==> config.mk <==
export PLATFORM = sky130hd
export DESIGN_NAME = infrared_remote_frame_transmitter
export DESIGN_NICKNAME = d
export VERILOG_FILES = /design/src/rtl/irtx_pkg.sv /design/src/rtl/irtx_engine.sv /design/src/rtl/infrared_remote_frame_transmitter.sv
export SDC_FILE = /design/constraint.sdc
export NUM_CORES = 1
export LEC_CHECK = 0
export BUFFER_PORTS_ARGS = -buffer_cell sky130_fd_sc_hd__buf_2
export CORE_MARGIN = 3
export CORE_UTILIZATION = 40
export CTS_BUF_LIST = sky130_fd_sc_hd__clkbuf_8 sky130_fd_sc_hd__clkbuf_16
export CTS_CLUSTER_SIZE = 24
export DETAILED_ROUTE_END_ITERATION = 6
export GPL_ROUTABILITY_DRIVEN = 1
export MAX_ROUTING_LAYER = met4
export PLACE_DENSITY = 0.66
export SLEW_MARGIN = 15
export SYNTH_ARGS = -nofsm -noshare
export SYNTH_HDL_FRONTEND = slang
export SYNTH_SLANG_ARGS = --single-unit
==> constraint.sdc <==
create_clock -name clock -period 7.5 [get_ports clock]
set_input_delay 1.125 -clock clock [delete_from_list [all_inputs] [get_ports clock]]
set_output_delay 1.125 -clock clock [all_outputs]
set_load 0.005 [all_outputs]
==> src/rtl/irtx_pkg.sv <==
// Shared types, codes and constants of the infrared remote frame transmitter.
// No dependencies; used by irtx_engine and infrared_remote_frame_transmitter.
package irtx_pkg;

   // Width of every timing register and of the segment timer.
   localparam int TIME_WIDTH = 14;

   // Item commands.
   localparam logic [1:0] CMD_TICK   = 2'd0;
   localparam logic [1:0] CMD_FULL   = 2'd1;
   localparam logic [1:0] CMD_REPEAT = 2'd2;
   localparam logic [1:0] CMD_NOP    = 2'd3;

   // Frame phases.
   localparam logic [2:0] PH_IDLE   = 3'd0;
   localparam logic [2:0] PH_LMARK  = 3'd1;
   localparam logic [2:0] PH_LSPACE = 3'd2;
   localparam logic [2:0] PH_BMARK  = 3'd3;
   localparam logic [2:0] PH_BSPACE = 3'd4;
   localparam logic [2:0] PH_STOP   = 3'd5;

   // Register indexes on the configuration port.
   localparam logic [2:0] REG_LEADER_MARK  = 3'd0;
   localparam logic [2:0] REG_LEADER_SPACE = 3'd1;
   localparam logic [2:0] REG_REPEAT_SPACE = 3'd2;
   localparam logic [2:0] REG_BIT_MARK     = 3'd3;
   localparam logic [2:0] REG_ONE_SPACE    = 3'd4;
   localparam logic [2:0] REG_ZERO_SPACE   = 3'd5;
   localparam logic [2:0] REG_ADDRESS      = 3'd6;
   localparam logic [2:0] REG_SEND_INVERSE = 3'd7;

   // Register reset values.
   localparam logic [TIME_WIDTH-1:0] RST_LEADER_MARK  = TIME_WIDTH'(9000);
   localparam logic [TIME_WIDTH-1:0] RST_LEADER_SPACE = TIME_WIDTH'(4500);
   localparam logic [TIME_WIDTH-1:0] RST_REPEAT_SPACE = TIME_WIDTH'(2250);
   localparam logic [TIME_WIDTH-1:0] RST_BIT_MARK     = TIME_WIDTH'(560);
   localparam logic [TIME_WIDTH-1:0] RST_ONE_SPACE    = TIME_WIDTH'(560);
   localparam logic [TIME_WIDTH-1:0] RST_ZERO_SPACE   = TIME_WIDTH'(1690);
   localparam logic [15:0]           RST_ADDRESS      = 16'd255;
   localparam logic                  RST_SEND_INVERSE = 1'b1;

   // Bit counts of a frame with and without the inverted data byte.
   localparam logic [5:0] FULL_BITS  = 6'd32;
   localparam logic [5:0] SHORT_BITS = 6'd24;

   typedef struct packed {
      logic [TIME_WIDTH-1:0] leader_mark_us;
      logic [TIME_WIDTH-1:0] leader_space_us;
      logic [TIME_WIDTH-1:0] repeat_space_us;
      logic [TIME_WIDTH-1:0] bit_mark_us;
      logic [TIME_WIDTH-1:0] one_space_us;
      logic [TIME_WIDTH-1:0] zero_space_us;
      logic [15:0]           address_word;
      logic                  send_inverse;
   } cfg_type;

   typedef struct packed {
      logic mark_on;
      logic busy_res;
      logic frame_done;
      logic rejected;
   } rsp_type;

endpackage

==> src/rtl/irtx_engine.sv <==
// Frame sequencer: phase, segment timer and bit shifter, one item per step.
// Depends on irtx_pkg for codes, the configuration struct and the result struct.
module irtx_engine (
   input  logic              clock,
   input  logic              reset,
   input  logic              step,
   input  logic [1:0]        cmd,
   input  logic [7:0]        code_byte,
   input  irtx_pkg::cfg_type cfg,
   output irtx_pkg::rsp_type res
);

   logic [2:0]                      phase_ff, phase_in;
   logic [irtx_pkg::TIME_WIDTH-1:0] remain_ff, remain_in;
   logic [31:0]                     bits_ff, bits_in;
   logic [5:0]                      left_ff, left_in;
   logic                            rep_ff, rep_in;
   logic                            busy;
   logic                            level;

   always_comb begin
      phase_in  = phase_ff;
      remain_in = remain_ff;
      bits_in   = bits_ff;
      left_in   = left_ff;
      rep_in    = rep_ff;
      res       = '0;
      busy      = (phase_ff != irtx_pkg::PH_IDLE);
      level     = (phase_ff == irtx_pkg::PH_LMARK) || (phase_ff == irtx_pkg::PH_BMARK) ||
                  (phase_ff == irtx_pkg::PH_STOP);

      case (cmd)
         irtx_pkg::CMD_TICK: begin
            if (busy) begin
               res.mark_on  = level;
               res.busy_res = 1'b1;
               if (remain_ff <= irtx_pkg::TIME_WIDTH'(1)) begin
                  // last microsecond of the segment: advance
                  case (phase_ff)
                     irtx_pkg::PH_LMARK: begin
                        phase_in  = irtx_pkg::PH_LSPACE;
                        remain_in = rep_ff ? cfg.repeat_space_us : cfg.leader_space_us;
                     end
                     irtx_pkg::PH_LSPACE: begin
                        if (rep_ff) begin
                           phase_in       = irtx_pkg::PH_IDLE;
                           remain_in      = '0;
                           res.frame_done = 1'b1;
                        end else if (left_ff == 6'd0) begin
                           phase_in  = irtx_pkg::PH_STOP;
                           remain_in = cfg.bit_mark_us;
                        end else begin
                           phase_in  = irtx_pkg::PH_BMARK;
                           remain_in = cfg.bit_mark_us;
                        end
                     end
                     irtx_pkg::PH_BMARK: begin
                        phase_in  = irtx_pkg::PH_BSPACE;
                        remain_in = bits_ff[0] ? cfg.one_space_us : cfg.zero_space_us;
                     end
                     irtx_pkg::PH_BSPACE: begin
                        bits_in   = {1'b0, bits_ff[31:1]};
                        left_in   = left_ff - 6'd1;
                        phase_in  = (left_in == 6'd0) ? irtx_pkg::PH_STOP : irtx_pkg::PH_BMARK;
                        remain_in = cfg.bit_mark_us;
                     end
                     default: begin
                        phase_in       = irtx_pkg::PH_IDLE;
                        remain_in      = '0;
                        res.frame_done = 1'b1;
                     end
                  endcase
               end else begin
                  remain_in = remain_ff - irtx_pkg::TIME_WIDTH'(1);
               end
            end
         end
         irtx_pkg::CMD_FULL, irtx_pkg::CMD_REPEAT: begin
            res.busy_res = 1'b1;
            if (busy) begin
               res.rejected = 1'b1;
               res.mark_on  = level;
            end else begin
               rep_in = (cmd == irtx_pkg::CMD_REPEAT);
               if (cmd == irtx_pkg::CMD_FULL) begin
                  bits_in = {(cfg.send_inverse ? ~code_byte : 8'h00), code_byte,
                             cfg.address_word};
                  left_in = cfg.send_inverse ? irtx_pkg::FULL_BITS : irtx_pkg::SHORT_BITS;
               end else begin
                  bits_in = '0;
                  left_in = '0;
               end
               phase_in    = irtx_pkg::PH_LMARK;
               remain_in   = cfg.leader_mark_us;
               res.mark_on = 1'b1;
            end
         end
         default: begin
            res.mark_on  = busy && level;
            res.busy_res = busy;
         end
      endcase
   end

   always_ff @(posedge clock) begin
      if (reset) begin
         phase_ff  <= irtx_pkg::PH_IDLE;
         remain_ff <= '0;
         bits_ff   <= '0;
         left_ff   <= '0;
         rep_ff    <= 1'b0;
      end else if (step) begin
         phase_ff  <= phase_in;
         remain_ff <= remain_in;
         bits_ff   <= bits_in;
         left_ff   <= left_in;
         rep_ff    <= rep_in;
      end
   end

endmodule

==> src/rtl/infrared_remote_frame_transmitter.sv <==
// Top level of the pulse-distance infrared remote frame transmitter.
// Holds the control registers, the item input register and the result register;
// depends on irtx_pkg and irtx_engine.
//
//   channel   direction  handshake            payload
//   req_      in         req_valid/req_ready  req_cmd, req_code_byte
//   rsp_      out        rsp_valid/rsp_ready  rsp_mark_on, rsp_busy_res,
//                                             rsp_frame_done, rsp_rejected
//   csr_      in/out     csr_psel/csr_penable csr_paddr, csr_pwdata, csr_prdata
//
// One item per clock cycle sustained while results are taken; an accepted item
// passes the input register, the sequencer logic and then the result register,
// where its result lands. The rate is set by the frame sequencer updating its
// phase and segment timer once per item.
// Synchronous active-high reset idles the sequencer and loads register defaults.
// A stalled result holds in the result register; the input register keeps taking
// items until it too is full, then req_ready drops.
module infrared_remote_frame_transmitter (
   input  logic        clock,
   input  logic        reset,
   input  logic        req_valid,
   output logic        req_ready,
   input  logic [1:0]  req_cmd,
   input  logic [7:0]  req_code_byte,
   output logic        rsp_valid,
   input  logic        rsp_ready,
   output logic        rsp_mark_on,
   output logic        rsp_busy_res,
   output logic        rsp_frame_done,
   output logic        rsp_rejected,
   input  logic        csr_psel,
   input  logic        csr_penable,
   input  logic        csr_pwrite,
   input  logic [4:0]  csr_paddr,
   input  logic [31:0] csr_pwdata,
   output logic [31:0] csr_prdata,
   output logic        csr_pready
);

   irtx_pkg::cfg_type cfg_ff;
   logic              hold_valid_ff;
   logic [1:0]        hold_cmd_ff;
   logic [7:0]        hold_code_ff;
   logic              rsp_valid_ff;
   irtx_pkg::rsp_type rsp_ff;
   irtx_pkg::rsp_type eng_res;
   logic              advance;
   logic              cfg_write;
   logic [2:0]        reg_index;

   // Control registers: written on the access phase of an APB write.
   assign csr_pready = 1'b1;
   assign cfg_write  = csr_psel && csr_penable && csr_pwrite;
   assign reg_index  = csr_paddr[4:2];

   always_ff @(posedge clock) begin
      if (reset) begin
         cfg_ff.leader_mark_us  <= irtx_pkg::RST_LEADER_MARK;
         cfg_ff.leader_space_us <= irtx_pkg::RST_LEADER_SPACE;
         cfg_ff.repeat_space_us <= irtx_pkg::RST_REPEAT_SPACE;
         cfg_ff.bit_mark_us     <= irtx_pkg::RST_BIT_MARK;
         cfg_ff.one_space_us    <= irtx_pkg::RST_ONE_SPACE;
         cfg_ff.zero_space_us   <= irtx_pkg::RST_ZERO_SPACE;
         cfg_ff.address_word    <= irtx_pkg::RST_ADDRESS;
         cfg_ff.send_inverse    <= irtx_pkg::RST_SEND_INVERSE;
      end else if (cfg_write) begin
         case (reg_index)
            irtx_pkg::REG_LEADER_MARK:
               cfg_ff.leader_mark_us  <= csr_pwdata[irtx_pkg::TIME_WIDTH-1:0];
            irtx_pkg::REG_LEADER_SPACE:
               cfg_ff.leader_space_us <= csr_pwdata[irtx_pkg::TIME_WIDTH-1:0];
            irtx_pkg::REG_REPEAT_SPACE:
               cfg_ff.repeat_space_us <= csr_pwdata[irtx_pkg::TIME_WIDTH-1:0];
            irtx_pkg::REG_BIT_MARK:
               cfg_ff.bit_mark_us     <= csr_pwdata[irtx_pkg::TIME_WIDTH-1:0];
            irtx_pkg::REG_ONE_SPACE:
               cfg_ff.one_space_us    <= csr_pwdata[irtx_pkg::TIME_WIDTH-1:0];
            irtx_pkg::REG_ZERO_SPACE:
               cfg_ff.zero_space_us   <= csr_pwdata[irtx_pkg::TIME_WIDTH-1:0];
            irtx_pkg::REG_ADDRESS:
               cfg_ff.address_word    <= csr_pwdata[15:0];
            default:
               cfg_ff.send_inverse    <= csr_pwdata[0];
         endcase
      end
   end

   // Read back the addressed register, zero extended.
   always_comb begin
      case (reg_index)
         irtx_pkg::REG_LEADER_MARK:  csr_prdata = 32'(cfg_ff.leader_mark_us);
         irtx_pkg::REG_LEADER_SPACE: csr_prdata = 32'(cfg_ff.leader_space_us);
         irtx_pkg::REG_REPEAT_SPACE: csr_prdata = 32'(cfg_ff.repeat_space_us);
         irtx_pkg::REG_BIT_MARK:     csr_prdata = 32'(cfg_ff.bit_mark_us);
         irtx_pkg::REG_ONE_SPACE:    csr_prdata = 32'(cfg_ff.one_space_us);
         irtx_pkg::REG_ZERO_SPACE:   csr_prdata = 32'(cfg_ff.zero_space_us);
         irtx_pkg::REG_ADDRESS:      csr_prdata = 32'(cfg_ff.address_word);
         default:                    csr_prdata = 32'(cfg_ff.send_inverse);
      endcase
   end

   // The held item goes through the sequencer when the result register is free
   // or being emptied this cycle.
   assign advance   = hold_valid_ff && (!rsp_valid_ff || rsp_ready);
   assign req_ready = !hold_valid_ff || advance;

   always_ff @(posedge clock) begin
      if (reset) begin
         hold_valid_ff <= 1'b0;
      end else if (req_ready) begin
         hold_valid_ff <= req_valid;
      end
   end

   // Capture the item payload whenever the input register takes a new item.
   always_ff @(posedge clock) begin
      if (req_valid && req_ready) begin
         hold_cmd_ff  <= req_cmd;
         hold_code_ff <= req_code_byte;
      end
   end

   irtx_engine u_engine (
      .clock     (clock),
      .reset     (reset),
      .step      (advance),
      .cmd       (hold_cmd_ff),
      .code_byte (hold_code_ff),
      .cfg       (cfg_ff),
      .res       (eng_res)
   );

   // Result register: load on advance, drop once taken.
   always_ff @(posedge clock) begin
      if (reset) begin
         rsp_valid_ff <= 1'b0;
      end else if (advance) begin
         rsp_valid_ff <= 1'b1;
      end else if (rsp_ready) begin
         rsp_valid_ff <= 1'b0;
      end
   end

   always_ff @(posedge clock) begin
      if (advance) begin
         rsp_ff <= eng_res;
      end
   end

   assign rsp_valid      = rsp_valid_ff;
   assign rsp_mark_on    = rsp_ff.mark_on;
   assign rsp_busy_res   = rsp_ff.busy_res;
   assign rsp_frame_done = rsp_ff.frame_done;
   assign rsp_rejected   = rsp_ff.rejected;

endmodule
==> results of run 1 <==
[placed cells by master, fill, tap and decap left out, drive strengths merged, types with 6 or more instances in the layout]
cell	netlist	layout
a311oi	17	17
a21oi	107	107
nor4b	6	6
nor2	76	76
ha	9	9
o221ai	6	6
clkbuf	70	22
a22oi	12	12
nor4	8	8
conb	2	17
or3	10	10
mux2i	73	73
nand2b	7	7
a211o	13	13
nand4	7	7
a221oi	6	6
o22ai	17	17
mux4	8	8
inv	13	18
dfxtp	159	159
edfxtp	14	14
mux2	9	9
o21ai	33	33
and2	7	7
nand2	164	164
nor3	18	18
nand3b	25	25
nand3	27	27
a211oi	18	18
buf	34	68
a31oi	6	6
nor2b	18	18
[where the power goes]
group          internal (mW)  switching, mW  total (mW)
logic                  0.106          0.183       0.289
clock network          0.517          0.397       0.914
registers              0.957         0.0265       0.984
[cell families after synthesis]
group	after synthesis	synth area share, %
AND/OR/NAND/NOR	390	21.3
multiplexers	90	11.3
XOR/XNOR	5	0.491
buffers and inverters	117	5.79
other	2	0.0842
adder cells (fa/ha/maj)	9	1.26
flip-flops	173	40.4
AO/OA/AOI/OAI	268	19.4
[cell type report]
| type | instances | area, um2 | share of cell area (%) |
|---|---|---|---|
| sequential | 173 | 3600 | 36.6 |
| clock buffer | 22 | 505 | 5.14 |
| tap | 280 | 350 | 3.56 |
| timing repair buffer | 68 | 370 | 3.76 |
| multi-input combinational | 779 | 4860 | 49.4 |
| clock inverter | 10 | 98.8 | 1.00 |
| inverter | 13 | 48.8 | 0.496 |
[worst max-delay path, stage by stage]
cell      delay [ps]
buf_2            580
inv_1            450
nor2_1           610
a21oi_1          160
o221ai_1         300
buf_2            180
[through the flow]
stage | std cells | util [%] | hold WS [ps] | area [um2]
2_1_floorplan | 1069 | - | 442 | 8980
3_3_place_gp | 1313 | 42.2 | 455 | 9230
3_5_place_dp | 1313 | 42.2 | 465 | 9230
4_1_cts | 1345 | 44.9 | 475 | 9840
5_1_grt | 1345 | 45.0 | 491 | 9840
6_report | 1345 | 45.0 | 472 | 9840
[state kept, by name, indices dropped and copies added (netlist names)]
name                cells
cfg_ff                101
hold_cmd_ff             2
hold_code_ff            8
hold_valid_ff           1
rsp_busy_res            1
rsp_frame_done          1
rsp_mark_on             1
rsp_rejected            1
rsp_valid               1
u_engine.bits_ff       32
u_engine.left_ff        6
u_engine.phase_ff       3
u_engine.remain_ff     14
u_engine.rep_ff         1
[worst paths after layout]
path / slack [ps] / to / from
max: 2940 / csr_prdata[2] / csr_paddr[3]
min: 470 / cfg_ff[44]$_SDFFE_PP0P_ / cfg_ff[44]$_SDFFE_PP0P_
max reg2reg: 4080 / u_engine.bits_ff[14]$_SDFFE_PP0P_ / hold_cmd_ff[0]$_DFFE_PP_
min reg2reg: 470 / cfg_ff[44]$_SDFFE_PP0P_ / cfg_ff[44]$_SDFFE_PP0P_
[routing by layer]
metal  vias to the layer above  track usage (%)
met2                       326             33.2
met1                      3892             31.4
met4                         0             5.54
met3                        42             4.92
li1                       3760                -
met5                         -                -
==> impl_results.md, run 1 <==
- Synth Warn #: 0
- Setup Fix Bufs, Post-CTS: 0
- Final Cycle Share: 60.8%
- Final GP Congestion: 0.924
- P per Cell Area: 222 nW/um2
- CTS tree: built
- Crit Path Category: in2out
- Hold Crit Depth: 2
- Maxcap violations: 0
- Wire length of the first global-routing pass: 42200 um
- Actual slew at the worst max-slew pin: 1100 ps
- P&R area growth vs syn: 10.3%
- Yosys reg bits: 173
- Netlist Area Pre-Place: 8920 um2
- DR pass1 iterations: 5
- HP Class: reg2reg
- Met3 wire len: 2050 um
- Crit path time final: 4560 ps
- IO buf count: 57
- Asr flop ratio synth: 0%
- DP Worst Slack: 3080 ps
- Worst Reg2Reg Path Length in Cells: 9
- Post-route ant nets: 0
- Final Net Count: 1115
- Routed metal-1 wire length: 12300 um
- Vias in the first global route: 7343
- Core area: 21900 um2
- Share of the synthesized area in the top cell type: 35.7%
- CTS Hold Bufs: 0
- Most frequent cell after synthesis: nand2_1
- CTS Root Cell: clkbuf_16
- Crit path required time: 6380 ps
- Max Freq: 219 MHz
- TritonCTS Sinks: 173
- Crit path arrival time: 3440 ps
- Clock edge transition at the registers on the reported setup and hold paths: 70 ps
- Layout cell share with drive strength beyond 1: 12.7%
- WL met2: 12100 um
- Max Slew Vio Count: 0
- RSZ-0062 raised after global routing: no
- Longest Clk Path Bufs: 2
- Number of diodes: 0
- Initial core utilization: 40.8%
- Filler Cells Inserted: 2174
- Initial drt markers: 735
- Final Skew: 11.1 ps
- CP endpoint kind: output pin
- Total Power: 2.19 mW
- Global-route usage over all layers: 22.5%
- DR top layer: met4
- CP startpoint kind: primary input
- Post-synth EDFFs: 14
- Total number of vias: 8020
- Commonest cells in the netlist: nand2_1, dfxtp_1, a21oi_1
- Initial antenna violation count: 0
- Num rows: 54
- Average size of a mapped cell: 8.47 um2
- P_leak: 3.45 nW
- Status: finished clean
- DIE AREA: 24100 um2
- Htree depth: 4
- # setup viols final: 0
- Setup tns final: 0 ps
- Worst skew pair latency: 440 ps
- CP max FO: 37
- Maximum vdd drop: 0.000138 V
- Die Height: 155 um
- Seq/Total Area, Yosys: 40.4%
- Resized Gates After CTS: 0
- Max_slew headroom: 26.4%
- Dpl hpwl: 17800 um
- Leading post-synthesis cells by cell area: dfxtp_1, mux2i_1, nand2_1, a21oi_1, edfxtp_1
- Ports: 93
- Vias per cell: 5.96
- Clock buffer count from CTS: 17
- Drt total wl: 26900 um
- Cell variety after synth: 69
- Pin count of the biggest net entering global routing: 86
- Most used DFF post-synth: dfxtp_1
- Area leader, netlist: dfxtp_1
- Final WS setup: 2940 ps
- # DRC: 0
- Hold violation count in the final report: 0
- Gate Count Post-Synth: 1054
- WL/cell: 20.0 um
- GRT Residual Overflow: 0
- Die width: 155 um
Note: power is estimated with default switching activity, not from simulation.
==> inputs of run 2 (changes only) <==
--- a/config.mk
+++ b/config.mk
@@ -5,6 +5,7 @@
 export SDC_FILE = /design/constraint.sdc
 export NUM_CORES = 1
 export LEC_CHECK = 0
+export ABC_AREA = 1
 export BUFFER_PORTS_ARGS = -buffer_cell sky130_fd_sc_hd__buf_2
 export CORE_MARGIN = 3
 export CORE_UTILIZATION = 40
@@ -13,7 +14,7 @@
 export DETAILED_ROUTE_END_ITERATION = 6
 export GPL_ROUTABILITY_DRIVEN = 1
 export MAX_ROUTING_LAYER = met4
-export PLACE_DENSITY = 0.66
+export PLACE_DENSITY = 0.68
 export SLEW_MARGIN = 15
 export SYNTH_ARGS = -nofsm -noshare
 export SYNTH_HDL_FRONTEND = slang
==> constraint.sdc (replaced) <==
create_clock -name clock -period 3.8 [get_ports clock]
set_input_delay 0.57 -clock clock [delete_from_list [all_inputs] [get_ports clock]]
set_output_delay 0.57 -clock clock [all_outputs]
set_load 0.005 [all_outputs]
==> impl_results.md, run 2 <==
- Status: finished clean
- Final WS setup: 1040 ps (-1900 ps)
- Crit path time final: 2760 ps
- Wire length of the first global-routing pass: 40000 um (-5.3%)
- Hold Crit Depth: 1 (-1)
- CP startpoint kind: flip-flop
- Die width: 155 um (-0.36%)
- Max_slew headroom: 41.7% (+15 points)
- Setup Fix Bufs, Post-CTS: 0 (unchanged)
- Drt total wl: 25000 um (-7.3%)
- RR Endpoint: u_engine.bits_ff[27]$_SDFFE_PP0P_
- Area leader, netlist: dfxtp_1
- Biggest registers after layout: cfg_ff: 101 flops, u_engine.bits_ff: 32 flops, u_engine.remain_ff: 14 flops
- HP Class: in2reg
- Initial core utilization: 41.5% (+0.71 points)
- Final Cycle Share: 72.7%
- P_leak: 4.20 nW (+22%)
- Total Power: 4.40 mW (+100%)
- Dpl hpwl: 17600 um (-0.78%)
- P per Cell Area: 449 nW/um2 (+100%)
- Vias in the first global route: 7771 (+5.8%)
- Asr flop ratio synth: 0% (unchanged)
- P&R area growth vs syn: 10.6%
- Total number of vias: 8466 (+5.6%)
- Pin count of the biggest net entering global routing: 85 (-1.2%)
- Most frequent cell after synthesis: nand2_1
- Maxcap violations: 0 (unchanged)
- Leading post-synthesis cells by cell area: dfxtp_1, nand2_1, o21ai_0, nor2_1, a21oi_1
- Average size of a mapped cell: 6.84 um2 (-19%)
- RSZ-0062 raised after global routing: no
- WL/cell: 15.6 um (-22%)
- Seq. cell area: 3600 um2 (unchanged)
- CTS tree: built
- Post-synth EDFFs: 14 (unchanged)
- DR pass1 iterations: 5 (unchanged)
- Initial drt markers: 664 (-9.7%)
- Initial antenna violation count: 0 (unchanged)
- CTS Root Cell: clkbuf_16
- CP endpoint kind: flip-flop
- TritonCTS Sinks: 173 (unchanged)
- Gate Count Post-Synth: 1294 (+23%)
- Max Freq: 362 MHz
- Actual slew at the worst max-slew pin: 870 ps (-233 ps)
- Final GP Congestion: 0.941 (+1.9%)
- Hold violation count in the final report: 0 (unchanged)
- Num rows: 53 (-1.9%)
- Hold path start: req_code_byte[5]
- Largest Register: cfg_ff
- Die Height: 155 um (-0.36%)
- Commonest non-fill, non-tap cell in the layout: nand2_1
- Vias per cell: 5.29 (-11%)
- Layout cell share with drive strength beyond 1: 10.4% (-2.3 points)
- Yosys reg bits: 173 (unchanged)
- Global-route usage over all layers: 21.2% (-1.2 points)
- Crit path required time: 4120 ps (-2260 ps)
- Most frequent cells in the layout: nand2_1, nor2_1, dfxtp_1
- Clock edge transition at the registers on the reported setup and hold paths: 70 ps (about the same)
- Most used DFF post-synth: dfxtp_1
- Filler Cells Inserted: 2198 (+1.1%)
- Synth Warn #: 0 (unchanged)
- Final Skew: 10.8 ps (-0.302 ps)
- Crit Path Category: reg2reg
- Max reg flops: 101 (unchanged)
- Seq/Total Area, Yosys: 40.7% (+0.31 points)
- Worst Hold End: hold_code_ff[5]$_DFFE_PP_
- Final Net Count: 1374 (+23%)
- Area occupied by multi-input gates: 4270 um2 (-12%)
- Resized Gates After CTS: 0 (unchanged)
- Reg-to-reg startpoint: u_engine.remain_ff[0]$_SDFFE_PP0P_
- # DRC: 0 (unchanged)
- IO buf count: 57 (unchanged)
- Worst skew pair latency: 440 ps (about the same)
- Clock buffer count from CTS: 17 (unchanged)
- DIE AREA: 24000 um2 (-0.73%)
- R2R setup slack: 1040 ps (-3040 ps)
- Worst Reg2Reg Path Length in Cells: 10 (+1)
- # setup viols final: 0 (unchanged)
- Post-layout util: 45.9% (+0.93 points)
- GRT Residual Overflow: 0 (unchanged)
- CP max FO: 41 (+11%)
- Core area: 21400 um2 (-2.5%)
- Post-route ant nets: 0 (unchanged)
- Commonest cells in the netlist: nand2_1, nor2_1, dfxtp_1
- Setup tns final: 0 ps (unchanged)
- Longest Clk Path Bufs: 2 (unchanged)
- DP Worst Slack: 1000 ps (-2070 ps)
- Ports: 93 (unchanged)
- Maximum vdd drop: 0.000312 V (+130%)
- Share of the synthesized area in the top cell type: 35.9% (+0.27 points)
- Max Slew Vio Count: 0 (unchanged)
- Htree depth: 4 (unchanged)
- Crit path arrival time: 3080 ps (-360 ps)
- Cell variety after synth: 39 (-43%)
- Netlist Area Pre-Place: 8850 um2 (-0.76%)
- CTS Hold Bufs: 0 (unchanged)
[run 2: layout make-up]
class                      count  share of cell area, %
clock inverter                14                   1.61
antenna                        1                 0.0255
clock buffer                  18                   4.60
inverter                     150                   5.75
timing repair buffer          71                   4.11
multi-input combinational    898                   43.6
tap                          275                   3.51
sequential                   173                   36.8
[run 2: layer usage]
metal / routed length, um / GRT usage, %
met5: 0 / -
met3: 1980 / 4.67
met2: 11500 / 33.6
met1: 10900 / 27.2
met4: 572 / 6.85
[run 2: kinds of logic after synthesis]
kind of cell,synth area share (%)
adder cells (fa/ha/maj),1.27
flip-flops,40.7
buffers and inverters,11.7
other,0.0848
AND/OR/NAND/NOR,24.0
AO/OA/AOI/OAI,21.7
XOR/XNOR,0.495
[run 2: critical path: stages (launching register included)]
cell and delay [ps]:
dfxtp_1 330, inv_1 100, ha_1 310, o21ai_1 110, nor2_1 120, nand2_2 220, nand2_2 140, nand3_2 560
buf_4 490, o21ai_0 200, a21oi_1 60
[run 2: power breakdown]
part	internal, mW	leakage, nW	switching [mW]	total (mW)
clock	1.02	0.303	0.796	1.82
combinational	0.206	2.47	0.433	0.639
sequential	1.90	1.42	0.0414	1.94
total	3.13	4.20	1.27	4.40
[run 2: how the worst max path moves through the flow]
| stage | from | to | cells past startpoint |
|---|---|---|---|
| 2_1_floorplan | csr_paddr[3] | csr_prdata[7] | 5 |
| 3_3_place_gp | rsp_ready | u_engine.bits_ff[26]$_SDFFE_PP0P_ | 9 |
| 3_5_place_dp | rsp_ready | u_engine.bits_ff[30]$_SDFFE_PP0P_ | 9 |
| 4_1_cts | u_engine.remain_ff[0]$_SDFFE_PP0P_ | u_engine.bits_ff[27]$_SDFFE_PP0P_ | 10 |
| 5_1_grt | u_engine.remain_ff[0]$_SDFFE_PP0P_ | u_engine.bits_ff[27]$_SDFFE_PP0P_ | 10 |
| 6_report | u_engine.remain_ff[0]$_SDFFE_PP0P_ | u_engine.bits_ff[27]$_SDFFE_PP0P_ | 10 |
[run 2: stage by stage]
stage               cell area [um2]  hold slack (ps)  instances
finish                         9800              300       1600
global route                   9790              295       1599
CTS                            9790              295       1599
detailed placement             9190              444       1567
global placement               9190              436       1567
floorplan                      8910              425       1309
==> inputs of run 3 (changes only) <==
--- a/config.mk
+++ b/config.mk
@@ -5,7 +5,7 @@
 export SDC_FILE = /design/constraint.sdc
 export NUM_CORES = 1
 export LEC_CHECK = 0
-export ABC_AREA = 1
+export ABC_AREA = 0
 export BUFFER_PORTS_ARGS = -buffer_cell sky130_fd_sc_hd__buf_2
 export CORE_MARGIN = 3
 export CORE_UTILIZATION = 40
@@ -14,7 +14,7 @@
 export DETAILED_ROUTE_END_ITERATION = 6
 export GPL_ROUTABILITY_DRIVEN = 1
 export MAX_ROUTING_LAYER = met4
-export PLACE_DENSITY = 0.68
+export PLACE_DENSITY = 0.66
 export SLEW_MARGIN = 15
 export SYNTH_ARGS = -nofsm -noshare
 export SYNTH_HDL_FRONTEND = slang
==> constraint.sdc (replaced) <==
create_clock -name clock -period 2.9 [get_ports clock]
set_input_delay 0.435 -clock clock [delete_from_list [all_inputs] [get_ports clock]]
set_output_delay 0.435 -clock clock [all_outputs]
set_load 0.005 [all_outputs]
==> impl_results.md, run 3 (same netlist as run 1, synthesis figures left out) <==
- Net Sw Power: 1.65 mW (+30%)
- IO buf count: 57 (unchanged)
- Final Skew: 16.5 ps (+5.70 ps)
- Htree depth: 4 (unchanged)
- Status: finished clean
- # DRC: 0 (unchanged)
- Final GP Congestion: 0.903 (-4.0%)
- Area occupied by multi-input gates: 4860 um2 (+14%)
- DR pass1 iterations: 7 (+2)
- M1 GR Usage: 31.9% (+4.7 points)
- Global-route usage over all layers: 22.4% (+1.2 points)
- Reg-to-reg startpoint: u_engine.phase_ff[0]$_SDFFE_PP0P_
- WP buf/inv: 1 (-1)
- DP Worst Slack: 462 ps (-541 ps)
- Most frequent cells in the layout: nand2_1, dfxtp_1, a21oi_1
- DIE AREA: 24100 um2 (+0.73%)
- CP max FO: 14 (-66%)
- Hold Crit Depth: 1 (unchanged)
- Post-route ant nets: 0 (unchanged)
- R2R setup slack: 400 ps (-640 ps)
- Vias in the first global route: 7409 (-4.7%)
- TritonCTS Sinks: 173 (unchanged)
- Seq. cell area: 3600 um2 (unchanged)
- Ports: 93 (unchanged)
- Final WS setup: 397 ps (-641 ps)
- Worst skew pair latency: 440 ps (about the same)
- Filler Cells Inserted: 2160 (-1.7%)
- Crit path time final: 2500 ps (-259 ps)
- WL/cell: 19.4 um (+24%)
- Clock edge transition at the registers on the reported setup and hold paths: 70 ps (about the same)
- Final Net Count: 1146 (-17%)
- Setup tns final: 0 ps (unchanged)
- HP Class: in2reg
- RSZ-0062 raised after global routing: no
- Crit path arrival time: 2840 ps (-240 ps)
- Dpl hpwl: 18300 um (+3.9%)
- Actual slew at the worst max-slew pin: 1020 ps (+146 ps)
- Setup Fix Bufs, Post-CTS: 0 (unchanged)
- Slowest stage cell, crit path: or3b_2
- Initial core utilization: 40.8% (-0.71 points)
- Commonest non-fill, non-tap cell in the layout: nand2_1
- M2 GR Usage: 33.1% (-0.48 points)
- CP startpoint kind: flip-flop
- Sequential fraction of design power: 45.6% (+1.5 points)
- Clock buffer count from CTS: 17 (unchanged)
- Resized Gates After CTS: 0 (unchanged)
- Max_slew headroom: 32.3% (-9.4 points)
- # setup viols final: 0 (unchanged)
- Layout cell share with drive strength beyond 1: 15.1% (+4.7 points)
- GR peak layer: met2
- Worst Hold End: hold_cmd_ff[1]$_DFFE_PP_
- Wire length of the first global-routing pass: 42300 um (+5.7%)
- Num rows: 54 (+1.9%)
- Internal: 3.93 mW (+26%)
- Die width: 155 um (+0.37%)
- Worst Reg2Reg Path Length in Cells: 6 (-4)
- CTS Root Cell: clkbuf_16
- Clock network power share: 40.1% (-1.2 points)
- Vias per cell: 5.89 (+11%)
- Maximum vdd drop: 0.000355 V (+14%)
- Crit path required time: 3240 ps (-880 ps)
- Comb pwr share: 14.3% (-0.2 points)
- Maxcap violations: 0 (unchanged)
- CTS tree: built
- Biggest registers after layout: cfg_ff: 101 flops, u_engine.bits_ff: 32 flops, u_engine.remain_ff: 14 flops
- P&R area growth vs syn: 12.9%
- Hold violation count in the final report: 0 (unchanged)
- Max Freq: 399 MHz (+10%)
- Largest Register: cfg_ff
- Initial drt markers: 975 (+47%)
- GRT Residual Overflow: 0 (unchanged)
- Pin count of the biggest net entering global routing: 100 (+18%)
- Number of diodes: 0 (-1)
- Max reg flops: 101 (unchanged)
- CP delay by family, top: simple AND/OR/NAND/NOR gates
- Worst hold slack: 174 ps (-125 ps)
- Crit-path max cell delay: 670 ps (+110 ps)
- Initial antenna violation count: 0 (unchanged)
- Met3 Resource Use GR: 4.51% (-0.17 points)
- Crit Path Category: reg2reg
- Total number of vias: 8100 (-4.3%)
- Max Slew Vio Count: 0 (unchanged)
- CP endpoint kind: flip-flop
- Final Cycle Share: 86.3% (+14 points)
- Switching fraction of total power: 29.5% (+0.65 points)
- Critical-path cell list: buf_4 > or3b_2 > o22ai_1 > a21oi_1 > or3_1 > a311oi_1
- RR Endpoint: u_engine.remain_ff[5]$_SDFFE_PP0P_
- P per Cell Area: 554 nW/um2 (+23%)
- CTS Hold Bufs: 0 (unchanged)
- Drt total wl: 26700 um (+6.9%)
- P_leak: 3.60 nW (-14%)
- Hold path start: req_cmd[1]
- Longest Clk Path Bufs: 2 (unchanged)
- Die Height: 155 um (+0.37%)
- Post-layout util: 46.0% (+0.13 points)
- Core area: 21900 um2 (+2.5%)
[run 3: cell count changes in the layout (fill, tap and decap cells not counted), moves of 25 or more]
cell | before | now
nand2_1 | 246 | 164
o22ai_1 | 43 | 17
o21ai_0 | 140 | 32
buf_4 | 13 | 40
nor2_1 | 171 | 74
mux2i_1 | 0 | 73
nand3_1 | 68 | 27
nand3b_1 | 0 | 25
inv_1 | 138 | 11
[run 3: final cells by class]
class	instances	share of cell area (%)
multi-input cells	779	48.3
clock inverters	15	1.42
flip-flops and latches	173	35.8
inverters	13	0.484
well taps	280	3.48
repair buffers	99	6.36
clock buffers	17	4.22
[run 3: worst max path at each step]
stage                                             from                            endpoint  slack, ps  depth (start not counted)
floorplan                     hold_cmd_ff[0]$_DFFE_PP_  u_engine.remain_ff[8]$_SDFFE_PP0P_        480                          9
global placement              hold_cmd_ff[0]$_DFFE_PP_    u_engine.left_ff[2]$_SDFFE_PP0P_        460                          7
detailed placement            hold_cmd_ff[0]$_DFFE_PP_    u_engine.left_ff[2]$_SDFFE_PP0P_        460                          7
CTS                           hold_cmd_ff[0]$_DFFE_PP_    u_engine.left_ff[2]$_SDFFE_PP0P_        420                          7
global route        u_engine.remain_ff[0]$_SDFFE_PP0P_   u_engine.bits_ff[13]$_SDFFE_PP0P_        260                          8
finish               u_engine.phase_ff[0]$_SDFFE_PP0P_  u_engine.remain_ff[5]$_SDFFE_PP0P_        400                          6
[run 3: metrics by stage]
stage | area, um2 | instances | power [mW]
after floorplan | 8980 | 1069 | 3.12
after global placement | 9500 | 1344 | 3.37
after detailed placement | 9500 | 1344 | 3.38
after CTS | 10100 | 1376 | 5.59
after global routing | 10100 | 1376 | 5.79
final | 10100 | 1376 | 5.58
[run 3: layer usage]
layer  vias to the layer above  wire length, um
li1                       3826                -
met1                      3892            12300
met2                       351            12000
met3                        31             2060
met4                         0              337
met5                         -                0
[run 3: power groups by stage]
| stage | registers (mW) | clock network, mW | logic, mW |
|---|---|---|---|
| 2_1_floorplan | 2.56 | 0 | 0.557 |
| 3_3_place_gp | 2.59 | 0 | 0.778 |
| 3_5_place_dp | 2.59 | 0 | 0.785 |
| 4_1_cts | 2.54 | 2.27 | 0.788 |
| 5_1_grt | 2.55 | 2.37 | 0.871 |
| 6_report | 2.54 | 2.24 | 0.800 |
